$ cat src/design/ors_pkg.sv
`timescale 1ns / 1ps
`default_nettype none
// ----------------------------------------------------------------------------
// ors_pkg: shared types and constants of the 1-Wire search-ROM engine
// Beat formats of both channels, command codes and the sequencer states.
// ----------------------------------------------------------------------------
package ors_pkg;

    localparam int POS_W = 6;
    localparam int ROM_W = 64;

    localparam logic CMD_BEGIN = 1'b0;
    localparam logic CMD_PAIR  = 1'b1;

    typedef struct packed {
        logic             cmd;
        logic [POS_W-1:0] start_split;
        logic             id_bit;
        logic             complement_bit;
    } item_beat_t;

    typedef struct packed {
        logic             write_bit;
        logic             last;
        logic             no_device;
        logic [POS_W-1:0] next_split;
        logic [ROM_W-1:0] rom_id;
    } result_beat_t;

    typedef enum logic {
        ST_IDLE,
        ST_SCAN
    } seq_state_t;

endpackage
`default_nettype wire

$ cat src/design/onewire_rom_search_top.sv
`timescale 1ns / 1ps
`default_nettype none
// ----------------------------------------------------------------------------
// onewire_rom_search_top: 1-Wire search-ROM engine
// Answers each read bit pair with the direction bit, tracks the ROM code and
// the split point, and reports the ROM and next split after the last bit.
// ----------------------------------------------------------------------------
//  Channel  Dir  Handshake                    Beat type
//  item     in   item_valid / item_ready      ors_pkg::item_beat_t
//  result   out  result_valid / result_ready  ors_pkg::result_beat_t
//
//  A begin gives no result; a pair of two 1 bits aborts with no_device set.
//  The last bit pair waits for the split relocation, which walks down
//  the confirmed bits one position a cycle in ors_split_scan.
//  The result sits in an output register; a new item is taken while it drains.
//  Reset clears the ROM, confirmed bits, position and split; no search runs.
// ----------------------------------------------------------------------------
module onewire_rom_search_top #(
    parameter int ROM_BITS = 64
) (
    input  wire logic                  clk,
    input  wire logic                  rst_n,
    input  wire logic                  item_valid,
    output logic                       item_ready,
    input  wire ors_pkg::item_beat_t   item,
    output logic                       result_valid,
    input  wire logic                  result_ready,
    output ors_pkg::result_beat_t      result
);

    localparam int IDX_W = (ROM_BITS > 1) ? $clog2(ROM_BITS) : 1;
    localparam logic [ors_pkg::POS_W-1:0] LastPos = ors_pkg::POS_W'(ROM_BITS - 1);

    ors_pkg::seq_state_t state_reg, state_next;

    logic [ROM_BITS-1:0]       rom_reg, rom_next;
    logic [ROM_BITS-1:0]       conf_reg, conf_next;
    logic [ors_pkg::POS_W-1:0] pos_reg, pos_next;
    logic [ors_pkg::POS_W-1:0] split_reg, split_next;
    logic                      none_reg, none_next;
    logic                      active_reg, active_next;
    logic                      wb_reg, wb_next;

    logic                      out_valid_reg, out_valid_next;
    ors_pkg::result_beat_t     out_reg, out_next;

    logic                      accept;
    logic                      out_free;
    logic                      final_pair;
    logic                      scan_start;
    logic                      scan_take;
    logic                      scan_done;
    logic [ors_pkg::POS_W-1:0] scan_split;
    logic [ors_pkg::POS_W-1:0] scan_from;
    logic [IDX_W-1:0]          idx;
    logic [ors_pkg::ROM_W-1:0] rom_ext;

    assign out_free     = !out_valid_reg || result_ready;
    assign accept       = item_valid && item_ready;
    assign result_valid = out_valid_reg;
    assign result       = out_reg;
    assign idx          = pos_reg[IDX_W-1:0];

    always_comb
    begin
        rom_ext = '0;
        rom_ext[ROM_BITS-1:0] = rom_reg;
    end

    // next state
    always_comb
    begin
        state_next = state_reg;
        unique case (state_reg)
            ors_pkg::ST_IDLE:
            begin
                if (final_pair)
                begin
                    state_next = ors_pkg::ST_SCAN;
                end
            end
            ors_pkg::ST_SCAN:
            begin
                if (scan_done && out_free)
                begin
                    state_next = ors_pkg::ST_IDLE;
                end
            end
            default:
            begin
                state_next = ors_pkg::ST_IDLE;
            end
        endcase
    end

    // sequencer outputs
    always_comb
    begin
        item_ready = 1'b0;
        scan_take  = 1'b0;
        unique case (state_reg)
            ors_pkg::ST_IDLE:
            begin
                item_ready = out_free;
            end
            ors_pkg::ST_SCAN:
            begin
                scan_take = scan_done && out_free;
            end
            default:
            begin
                item_ready = 1'b0;
            end
        endcase
    end

    // per-bit datapath
    always_comb
    begin
        rom_next       = rom_reg;
        conf_next      = conf_reg;
        pos_next       = pos_reg;
        split_next     = split_reg;
        none_next      = none_reg;
        active_next    = active_reg;
        wb_next        = wb_reg;
        out_valid_next = out_valid_reg && !result_ready;
        out_next       = out_reg;
        final_pair     = 1'b0;

        if (accept && (item.cmd == ors_pkg::CMD_BEGIN))
        begin
            split_next  = item.start_split;
            none_next   = (item.start_split == '0);
            pos_next    = '0;
            active_next = 1'b1;
        end
        else if (accept && active_reg)
        begin
            if (item.id_bit && item.complement_bit)
            begin
                // abort: nobody answered
                active_next        = 1'b0;
                out_valid_next     = 1'b1;
                out_next.write_bit = 1'b0;
                out_next.last      = 1'b1;
                out_next.no_device = 1'b1;
                out_next.next_split = '0;
                out_next.rom_id    = '0;
            end
            else
            begin
                if (item.id_bit)
                begin
                    rom_next[idx]  = 1'b1;
                    conf_next[idx] = 1'b1;
                    wb_next        = 1'b1;
                end
                else if (item.complement_bit)
                begin
                    rom_next[idx]  = 1'b0;
                    conf_next[idx] = 1'b1;
                    wb_next        = 1'b0;
                end
                else if (none_reg || (pos_reg > split_reg))
                begin
                    // new discrepancy: try the zero branch first
                    rom_next[idx]  = 1'b0;
                    conf_next[idx] = 1'b0;
                    split_next     = pos_reg;
                    none_next      = 1'b0;
                    wb_next        = 1'b0;
                end
                else if (pos_reg == split_reg)
                begin
                    rom_next[idx]  = 1'b1;
                    conf_next[idx] = 1'b1;
                    wb_next        = 1'b1;
                end
                else
                begin
                    wb_next = rom_reg[idx];
                end

                if (pos_reg == LastPos)
                begin
                    // hold the answer until the relocation settles
                    active_next = 1'b0;
                    final_pair  = 1'b1;
                end
                else
                begin
                    pos_next            = pos_reg + 1'b1;
                    out_valid_next      = 1'b1;
                    out_next.write_bit  = wb_next;
                    out_next.last       = 1'b0;
                    out_next.no_device  = 1'b0;
                    out_next.next_split = '0;
                    out_next.rom_id     = '0;
                end
            end
        end

        if (scan_take)
        begin
            out_valid_next      = 1'b1;
            out_next.write_bit  = wb_reg;
            out_next.last       = 1'b1;
            out_next.no_device  = 1'b0;
            out_next.next_split = scan_split;
            out_next.rom_id     = rom_ext;
        end
    end

    assign scan_start = final_pair;
    assign scan_from  = none_next ? '0 : split_next;

    ors_split_scan #(
        .ROM_BITS (ROM_BITS)
    ) u_scan (
        .clk       (clk),
        .rst_n     (rst_n),
        .start     (scan_start),
        .start_pos (scan_from),
        .confirmed (conf_reg),
        .take      (scan_take),
        .done      (scan_done),
        .split     (scan_split)
    );

    always_ff @(posedge clk or negedge rst_n)
    begin
        if (!rst_n)
        begin
            state_reg     <= ors_pkg::ST_IDLE;
            rom_reg       <= '0;
            conf_reg      <= '0;
            pos_reg       <= '0;
            split_reg     <= '0;
            none_reg      <= 1'b1;
            active_reg    <= 1'b0;
            out_valid_reg <= 1'b0;
        end
        else
        begin
            state_reg     <= state_next;
            rom_reg       <= rom_next;
            conf_reg      <= conf_next;
            pos_reg       <= pos_next;
            split_reg     <= split_next;
            none_reg      <= none_next;
            active_reg    <= active_next;
            out_valid_reg <= out_valid_next;
        end
    end

    always_ff @(posedge clk)
    begin
        wb_reg  <= wb_next;
        out_reg <= out_next;
    end

endmodule
`default_nettype wire

$ cat src/design/ors_split_scan.sv
`timescale 1ns / 1ps
`default_nettype none
// ----------------------------------------------------------------------------
// ors_split_scan: split relocation unit
// Walks down from the split point, one position a cycle, to the highest
// unconfirmed position or to zero. Holds the answer until it is taken.
// ----------------------------------------------------------------------------
module ors_split_scan #(
    parameter int ROM_BITS = 64
) (
    input  wire logic                      clk,
    input  wire logic                      rst_n,
    input  wire logic                      start,
    input  wire logic [ors_pkg::POS_W-1:0] start_pos,
    input  wire logic [ROM_BITS-1:0]       confirmed,
    input  wire logic                      take,
    output logic                           done,
    output logic [ors_pkg::POS_W-1:0]      split
);

    localparam int IDX_W = (ROM_BITS > 1) ? $clog2(ROM_BITS) : 1;
    localparam logic [ors_pkg::POS_W:0] RomLimit = (ors_pkg::POS_W + 1)'(ROM_BITS);

    logic                      busy_reg, busy_next;
    logic [ors_pkg::POS_W-1:0] pos_reg, pos_next;
    logic                      in_range;
    logic                      hit;

    always_comb
    begin
        in_range = ({1'b0, pos_reg} < RomLimit);
        // stop at zero, past the stored range, or on an unconfirmed position
        hit = (pos_reg == '0) || !in_range || !confirmed[pos_reg[IDX_W-1:0]];
    end

    assign done  = busy_reg && hit;
    assign split = pos_reg;

    always_comb
    begin
        busy_next = busy_reg;
        pos_next  = pos_reg;
        if (start)
        begin
            busy_next = 1'b1;
            pos_next  = start_pos;
        end
        else if (busy_reg)
        begin
            if (!hit)
            begin
                pos_next = pos_reg - 1'b1;
            end
            else if (take)
            begin
                busy_next = 1'b0;
            end
        end
    end

    always_ff @(posedge clk or negedge rst_n)
    begin
        if (!rst_n)
        begin
            busy_reg <= 1'b0;
            pos_reg  <= '0;
        end
        else
        begin
            busy_reg <= busy_next;
            pos_reg  <= pos_next;
        end
    end

endmodule
`default_nettype wire

$ cat config.mk
export PLATFORM = sky130hd
export DESIGN_NAME = onewire_rom_search_top
export DESIGN_NICKNAME = d
export VERILOG_FILES = /design/src/design/ors_pkg.sv /design/src/design/onewire_rom_search_top.sv /design/src/design/ors_split_scan.sv
export SDC_FILE = /design/constraint.sdc
export NUM_CORES = 1
export LEC_CHECK = 0
export ABC_AREA = 1
export BUFFER_PORTS_ARGS = -buffer_cell sky130_fd_sc_hd__buf_2
export CORE_MARGIN = 3
export CORE_UTILIZATION = 65
export DETAILED_ROUTE_END_ITERATION = 8
export PLACE_DENSITY = 0.94
export SKIP_CTS_REPAIR_TIMING = 1
export SYNTH_ARGS = -nofsm -noshare
export SYNTH_HDL_FRONTEND = slang
export SYNTH_SLANG_ARGS = --single-unit
$ cat constraint.sdc
create_clock -name clk -period 8.37 [get_ports clk]
set_input_delay 1.674 -clock clk [delete_from_list [all_inputs] [get_ports clk]]
set_output_delay 1.674 -clock clk [all_outputs]
set_load 0.05 [all_outputs]
### After elaboration in Yosys (flattened, before gate mapping)

Cells that the tools add are included.

* register bits after elaboration: 225
* bits of input ports: 13
* output and inout bits: 75
* word-level logic and storage cells: 132

* add/sub/neg operators: 2
* order comparisons: 4
* equal/unequal tests: 8
* muxes and demuxes: 65
* bitwise gates (word level): 9
* reductions and logical operators: 28

Operator list (count)
* 64-bit 2-to-1 mux: 8
* 73-bit 2-to-1 mux: 5
* 64-bit AND: 2
* 64-bit bitwise OR: 2
* 6-bit 2-to-1 mux: 14
* 64-bit NOT: 1
* 1-bit 2-to-1 mux: 34
* 6-bit by 7-bit less-than comparator with 1-bit output (second input constant): 2
* 1-bit binary-select mux with 6-bit select: 2
* 6-bit logical NOT: 2
* 3-bit AND reduction: 4
* 2-bit != test (second input constant): 5
* 1-bit logical AND: 8
* 6-bit by 1-bit adder with 6-bit output (second input constant): 1
* 1-bit demux with 6-bit select: 1
* 6-bit equality test: 1
* 6-bit equality test (second input constant): 1
* 6-bit by 1-bit greater-or-equal comparator with 1-bit output (second input constant): 1
* 6-bit > comparator: 1
* 2-bit nonzero test: 3
* 6-bit by 1-bit subtractor with 6-bit output (second input constant): 1
* 1-bit NOT: 4
* 2-bit AND reduction: 2
* 4-bit AND reduction: 1
* 6 further kinds: 10

### Longest topological paths before layout

Gate-level depths: netlist of the first run.

* depth after elaboration: 11
* depth in mapped cells: 18
* depth with buffers taken out: 16

### Cells and area by module

From an unflattened synthesis of the first run, not the netlist that was laid out.

* cells, all modules: 1865
* area total of the unflattened synthesis: 13267.7 sq um

By module, submodules not included
* onewire_rom_search_top: instances 1, cells each 1622, area an instance 12035.3 sq um, sequential area each 5806.8 sq um
* ors_split_scan: instances 1, cells each 243, area an instance 1232.4 sq um, sequential area each 175.2 sq um

### Least setup slack after synthesis of the first run

Ideal clock, no wire load.

* path kind: input to register
* start: input result_ready
* end: register out_reg, in the netlist result[0] (enable)
* setup time: 0.736 ns
* data arrival time: 3.495 ns
* path slack: 4.139 ns
* stages on the path: 8
* buffers on the path: 0
* cells stage by stage: nor2_1 nor3_2 nand2_1 inv_2 nand2_2 nor2_1 inv_1 nand2_1

* cells in the longest elaborated chain, start to end: 6
* elaborated cells on any way between the ends: 11
* classes of those cells: 2 x eq/ne; 2 x mux; 7 x reduce/logical

Ends and longest elaborated chain
* from (decl): RTL line onewire_rom_search_top.sv:27 `input wire logic result_ready,`
* 1-bit logical OR (*): RTL line onewire_rom_search_top.sv:58 `assign out_free = !out_valid_reg || result_ready;`
* 1-bit 2-to-1 mux: RTL line onewire_rom_search_top.sv:101 `unique case (state_reg)`
* 1-bit logical AND: RTL line onewire_rom_search_top.sv:59 `assign accept = item_valid && item_ready;`
* 1-bit logical AND (on tied branches): RTL line onewire_rom_search_top.sv:131, onewire_rom_search_top.sv:138
* 2-bit != test (no line) or 2-bit nonzero test (tied branches)
* 3-bit AND reduction (no line) (*)
* to (signal assigned): RTL line onewire_rom_search_top.sv:260 `out_reg <= out_next;`
* to (decl): RTL line onewire_rom_search_top.sv:45 `ors_pkg::result_beat_t out_reg, out_next;`

Every way passes the cells marked *; elsewhere a longest branch is shown, timed or not.
A chain may end at the register's enable or synchronous reset.

==> results of run 1 <==
how the worst max path moves through the flow:
stage,startpoint,endpoint,slack [ns]
2_1_floorplan,result_ready,result[0],4.14
4_1_cts,item[1],register,2.83
3_5_place_dp,item[1],register,2.29
6_report,item[1],register,2.59
5_1_grt,item[1],register,2.43
3_3_place_gp,item[1],register,2.39
power groups by stage:
stage / registers (mW) / clock network [mW] / logic, mW
finish: 1.44 / 1.08 / 1.10
CTS: 1.43 / 1.08 / 1.05
global route: 1.45 / 1.13 / 1.20
global placement: 1.44 / 0 / 0.997
floorplan: 1.49 / 0 / 0.674
detailed placement: 1.45 / 0 / 1.03
metal layers:
metal	vias up	global-route usage, %	share of wire, %	routed length (µm)
li1	5569	-	-	-
met2	1021	51.4	43	15900
met4	0	20.3	6.7	2470
met3	237	9.78	14	5190
met1	5650	45.5	37	13600
met5	-	0.455	0	0
cell usage after synthesis, drive strengths merged:
| library cell | count | share of area, % |
|---|---|---|
| a211oi | 1 | 0.059 |
| a21boi | 28 | 1.7 |
| a21oi | 80 | 3.3 |
| a22oi | 7 | 0.42 |
| and2 | 6 | 0.30 |
| buf | 49 | 2.6 |
| clkbuf | 38 | 1.1 |
| clkinv | 4 | 0.12 |
| dfrtp | 150 | 30 |
| dfstp | 1 | 0.21 |
| dfxtp | 2 | 0.32 |
| edfxtp | 72 | 17 |
| ha | 8 | 0.79 |
| inv | 190 | 5.6 |
| nand2 | 515 | 15 |
| nand3 | 108 | 4.4 |
| nand3b | 5 | 0.30 |
| nand4 | 1 | 0.049 |
| nor2 | 194 | 6.0 |
| nor3 | 20 | 0.87 |
| nor4 | 7 | 0.35 |
| o211ai | 31 | 1.8 |
| o21ai | 164 | 6.5 |
| o31ai | 12 | 0.71 |
| or2 | 4 | 0.20 |
| xor2 | 3 | 0.21 |
tightest hold or removal path, cell delays in order (launching register included):
cell,delay [ns]
dfrtp_1,0.34
nand2_1,0.05
o21ai_0,0.06
through the flow:
stage / instances / area [µm²] / hold slack (ns) / power, mW
3_3_place_gp: 1973 / 13100 / 0.464 / 2.44
6_report: 2018 / 13900 / 0.481 / 3.62
5_1_grt: 2017 / 13900 / 0.511 / 3.78
2_1_floorplan: 1700 / 12700 / 0.442 / 2.17
4_1_cts: 2017 / 13900 / 0.484 / 3.56
3_5_place_dp: 1973 / 13100 / 0.469 / 2.48
cell families after synthesis:
group / share of synthesized area [%]
fa+ha+maj: 0.791
flops: 47.3
simple gates: 27.9
compound gates: 14.4
xor+xnor: 0.208
buf+inv: 9.45
area by class of cell:
type                       count  area (µm²)  area share (%)
sequential                   225        5980            43.1
multi-input combinational   1194        5490            39.6
inverter                     194         728            5.25
clock buffer                  31         679            4.90
timing repair buffer         100         539            3.89
tap                          260         325            2.35
clock inverter                13         123           0.884
antenna                        1        2.50          0.0180
==> summary.txt, run 1 <==
Floorplan
  • Die Height: 146 µm
  • Floorplan die area: 21200 µm²
  • Standard-cell rows: 50
  • Effective utilization at floorplan: 67.0%
  • Placeable Area: 18900 µm²
  • Ports placed on the boundary: 88
  • Floorplan die width: 146 µm

Synthesis
  • Number of standard cells after synthesis: 1700
  • Synthesized netlist net count: 1721
  • Number of unique standard cell types used by synthesis: 40
  • Synthesized area: 12700 µm²
  • Flip-flop and latch count after synthesis: 225
  • Synthesis Warnings: 0
  • Share of synthesized area occupied by flip-flops and latches: 47.3%
  • Per-instance average area after synthesis: 7.45 µm²

Final layout
  • Fraction of layout cells with a size suffix above 1: 9.73%
  • Number of nets at the end of the flow: 1760
  • Commonest non-fill, non-tap cell in the layout: nand2_1
  • Layout area overhead: 9.58%
  • End-of-flow core utilization: 73.4%
  • Commonest cells after routing, fill and taps aside: nand2_1 (508), nor2_1 (187), inv_1 (182)
  • Layout filler cell count: 1353

Worst setup path
  • Worst Path Required: 8.76 ns
  • Biggest fanout along the worst timing path: 62
  • Critical path launch point type: input port
  • Kind of critical path: in -> reg
  • List of cells traversed by the critical path: buf_2 > buf_4 > nor2_2 > buf_4 > inv_1 > buf_4 > nor2_4 > buf_4 > clkinv_1 > o211ai_1 > a21boi_1
  • Number of logic stages on the critical path including buffering: 11
  • Top cell by count, worst path: buf_4
  • Highest-delay cell along the critical path: clkinv_1
  • Reg2reg setup slack: 4.11 ns
  • Worst endpoint data arrival time: 6.16 ns
  • Kind of capture point of the worst setup path: register
  • Critical register-to-register path startpoint: idx[0]
  • Worst reg-to-reg path cell count: 16
  • Peak per-stage delay on the critical path: 1.22 ns
  • Cell family contributing the most delay on the critical path: buffers and inverters
  • Worst path buffer plus inverter count: 7

Drt
  • Final wirelength: 37200 µm
  • Violation count after the first detailed-routing iteration: 2094
  • Remaining DRCs: 0
  • First-pass detailed-route iteration total: 7
  • Total via count in the routed design: 12500
  • Via/cell ratio: 6.18
  • Average wire length per cell after detail routing: 18.4 µm
  • Antenna-violating nets left: 0

Power
  • Static leakage: 6.50 nW
  • Total power divided by cell area: 261 nW/µm²
  • Peak supply drop: 0.142 mV
  • Share of total power in combinational logic: 30.3%
  • Net load switching power: 1.36 mW
  • P_int: 2.26 mW
  • Register share of total power: 39.7%
  • Part of the total power dissipated in the clock network: 30.0%
  • Net switching fraction of the power: 37.6%

Timing
  • Aggregate negative setup slack: 0 ns
  • Number of setup violations in the final report: 0
  • Minimum setup slack in the final design: 2.59 ns
  • Time the final worst path needs with I/O delays and setup: 5.78 ns
  • Slew headroom: 15.2%
  • Pin slew with the least headroom to its limit: 1.26 ns
  • Clk_skew: 0.00974 ns
  • Number of hold-slack violations in the final timing report: 0
  • RSZ-0062 raised after global routing: false
  • Max Slew Vio Count: 0
  • Maximum frequency from static timing analysis: 173 MHz
  • Crit share post-route: 69.0%

Global routing
  • Maximum number of pins on one net before global-route repair: 82
  • Antenna violations before repair: 0
  • Number of global-route vias before repair: 12000
  • Global-route wire length before repair: 60300 µm
  • Global-route congestion overflow total: 0
  • Overall fraction of global-route tracks in use: 34.6%

Clocking
  • Num CTS Buffers: 24
  • Clock H-tree levels: 1
  • Clock net sink count: 225
  • Worst skew pair latency: 0.52 ns
  • Clock root buffer master: clkbuf_16
  • TritonCTS clock tree: done
  • Max Buffers Root-to-Sink: 3
  • Post-CTS clock slew at the launch and capture registers of the worst setup and hold paths: 0.06 ns

Placed design
  • Weighted congestion reported at the end of routability-driven placement: 0.963
  • Count of buffers inserted at the top-level ports: 87
  • Dpl ws: 2.29 ns
  • Post-detail-place hpwl: 23300 µm

Worst hold path
  • Hold/Removal Path Class: reg -> reg
  • Hold Crit Depth: 2

Status
  • Run status: finished clean

Flow run
  • Count of maximum capacitance violations: 0
(Power assumes the default switching activity.)
==> inputs of run 2 (changes only) <==
ABC_AREA = 0   (was 1)
CORE_UTILIZATION = 60   (was 65)
PLACE_DENSITY = 0.89   (was 0.94)
clock period = 5.4 ns   (was 8.37 ns; I/O delays follow)
==> run 2 against run 1 <==
Against the previous run:
- clock skew up 0.0026 ns
- total power rose by 12%
- routed wire length decreased by 25%
==> summary.txt, run 2 <==
Worst setup path
  • Peak per-stage delay on the critical path: 0.94 ns
  • Kind of capture point of the worst setup path: register
  • Worst endpoint data arrival time: 4.17 ns
  • Critical path launch point type: register
  • Kind of critical path: reg -> reg
  • Biggest fanout along the worst timing path: 70
  • Worst Path Required: 5.77 ns
  • Worst path buffer plus inverter count: 2
  • Highest-delay cell along the critical path: dfrtp_1
  • List of cells traversed by the critical path: inv_1 > ha_1 > nor4_1 > a32oi_1 > a41oi_1 > or2_0 > nor3_4 > buf_4 > or3b_2
  • Cell family contributing the most delay on the critical path: simple AND/OR/NAND/NOR gates

Synthesis
  • Synthesis Warnings: 0
  • Number of enable-type register cells in the synthesized netlist: 72
  • Portion of synthesized cell area occupied by the leading cell type: 35.8%
  • Number of unique standard cell types used by synthesis: 68
  • Per-instance average area after synthesis: 11.7 µm²
  • Cell types with the highest counts after synthesis: dfrtp_1 (150), mux2_2 (81), edfxtp_1 (72), and2_1 (67)
  • Leading area contributor after synthesis: dfrtp_1
  • Flip-flop and latch count after synthesis: 225
  • Top flip-flop cell by instance count after synthesis: dfrtp_1
  • Synthesized netlist net count: 913
  • Top cells by area, synth: dfrtp_1 (36%), edfxtp_1 (21%), mux2_2 (8.7%)
  • Synthesized area: 10500 µm²
  • Asr flop ratio synth: 67.1%
  • Number of standard cells after synthesis: 892
  • Share of synthesized area occupied by flip-flops and latches: 57.1%
  • Cell with the most instances after synthesis: dfrtp_1

Power
  • Total power divided by cell area: 345 nW/µm²
  • Static leakage: 5.18 nW
  • Peak supply drop: 0.229 mV

Final layout
  • Fraction of layout cells with a size suffix above 1: 24.5%
  • Final design instance area without fill: 11800 µm²
  • Layout filler cell count: 1130
  • Number of nets at the end of the flow: 981
  • Commonest non-fill, non-tap cell in the layout: dfrtp_1
  • Number of non-filler instances in the completed layout: 1196
  • End-of-flow core utilization: 70.1%
  • Layout area overhead: 12.5%
  • Commonest cells after routing, fill and taps aside: dfrtp_1 (150), buf_2 (86), mux2_2 (81)
  • Antenna Cells: 0

Timing
  • Maximum frequency from static timing analysis: 263 MHz
  • Clk_skew: 0.0123 ns
  • Time the final worst path needs with I/O delays and setup: 3.80 ns
  • Number of hold-slack violations in the final timing report: 0
  • Slew headroom: 15.0%
  • Max Slew Vio Count: 0
  • RSZ-0062 raised after global routing: false
  • Number of setup violations in the final report: 0
  • Pin slew with the least headroom to its limit: 1.27 ns
  • Hold WS: 0.454 ns
  • Aggregate negative setup slack: 0 ns
  • Crit share post-route: 70.4%

Floorplan
  • Effective utilization at floorplan: 62.3%
  • Floorplan die width: 138 µm
  • Floorplan die area: 19100 µm²
  • Standard-cell rows: 47
  • Die Height: 138 µm
  • Placeable Area: 16800 µm²
  • Ports placed on the boundary: 88

Clocking
  • Clock root buffer master: clkbuf_16
  • Clock net sink count: 225
  • Clock H-tree levels: 1
  • Max Buffers Root-to-Sink: 3
  • Num CTS Buffers: 22
  • TritonCTS clock tree: done
  • Post-CTS clock slew at the launch and capture registers of the worst setup and hold paths: 0.06 ns
  • Worst skew pair latency: 0.51 ns

Global routing
  • Maximum number of pins on one net before global-route repair: 114
  • Global-route wire length before repair: 44200 µm
  • Global-route congestion overflow total: 0
  • Met2 global-route usage: 46.4%
  • Global-route met1 utilization: 37.7%
  • Antenna violations before repair: 0
  • Overall fraction of global-route tracks in use: 28.9%
  • Global routing met3 resource utilization: 6.87%
  • Global routing's busiest layer: met2
  • Number of global-route vias before repair: 7947

Placed design
  • Count of buffers inserted at the top-level ports: 87
  • Placed instance area: 11100 µm²
  • Weighted congestion reported at the end of routability-driven placement: 0.999
  • Post-detail-place hpwl: 18400 µm
  • Instance count after placement with tap cells included: 1156

Drt
  • Violation count after the first detailed-routing iteration: 974
  • Via/cell ratio: 6.74
  • Antenna-violating nets left: 0
  • Total via count in the routed design: 8067
  • Final wirelength: 28000 µm
  • Average wire length per cell after detail routing: 23.4 µm
  • First-pass detailed-route iteration total: 9
  • Remaining DRCs: 0

Flow run
  • Count of maximum capacitance violations: 0

Worst hold path
  • Hold/Removal Path Class: reg -> reg

Status
  • Run status: finished clean
==> run 2: metal layers <==
metal  part of all wire (%)  vias up
li1                       -     3421
met1                     36     3899
met2                     48      600
met3                     11      147
met4                    5.2        0
met5                      0        -
==> run 2: stage by stage <==
| stage | power [mW] | setup WS, ns |
|---|---|---|
| CTS | 4.04 | 1.64 |
| detailed placement | 2.55 | 1.49 |
| finish | 4.06 | 1.60 |
| floorplan | 2.32 | 0.707 |
| global route | 4.17 | 1.44 |
| global placement | 2.54 | 1.60 |
==> run 2: area by class of cell <==
cell class	instances	area (µm²)	share of cell area [%]
Clock buffer	29	628	5.33
Clock inverter	11	77.6	0.658
Inverter	16	60.1	0.510
Multi-Input combinational cell	595	4210	35.7
Sequential cell	225	5980	50.8
Tap cell	220	275	2.34
Timing Repair Buffer	100	552	4.68
==> run 2: cell families after synthesis <==
logic type               count (synthesis)  share of synthesized area, %
buffers and inverters                   72                          2.79
AND/OR/NAND/NOR                        272                          13.5
XOR/XNOR                                 6                         0.502
multiplexers                           108                          13.1
AO/OA/AOI/OAI                          201                          12.1
flip-flops                             225                          57.1
adder cells (fa/ha/maj)                  8                         0.955
==> run 2: path summary, 6_finish.rpt <==
kind                                 startpoint                          to  slack [ns]  cells past startpoint
worst max-delay path            u_scan.split[0]                result_valid        1.60                      9
worst min-delay path                 result[71]                  result[71]        0.45                      1
worst max register to register  u_scan.split[0]                result_valid        1.60                      9
worst min register to register       result[71]                  result[71]        0.45                      1
max in group asynchronous                 rst_n                split_reg[2]        3.49                      2
min in group asynchronous                 rst_n  asynchronous set/reset pin        0.68                      1
==> run 2: power by group <==
| part | internal (mW) | total [mW] | switching, mW |
|---|---|---|---|
| combinational | 0.159 | 0.671 | 0.511 |
| sequential | 1.84 | 1.89 | 0.0475 |
| clock | 0.864 | 1.50 | 0.637 |
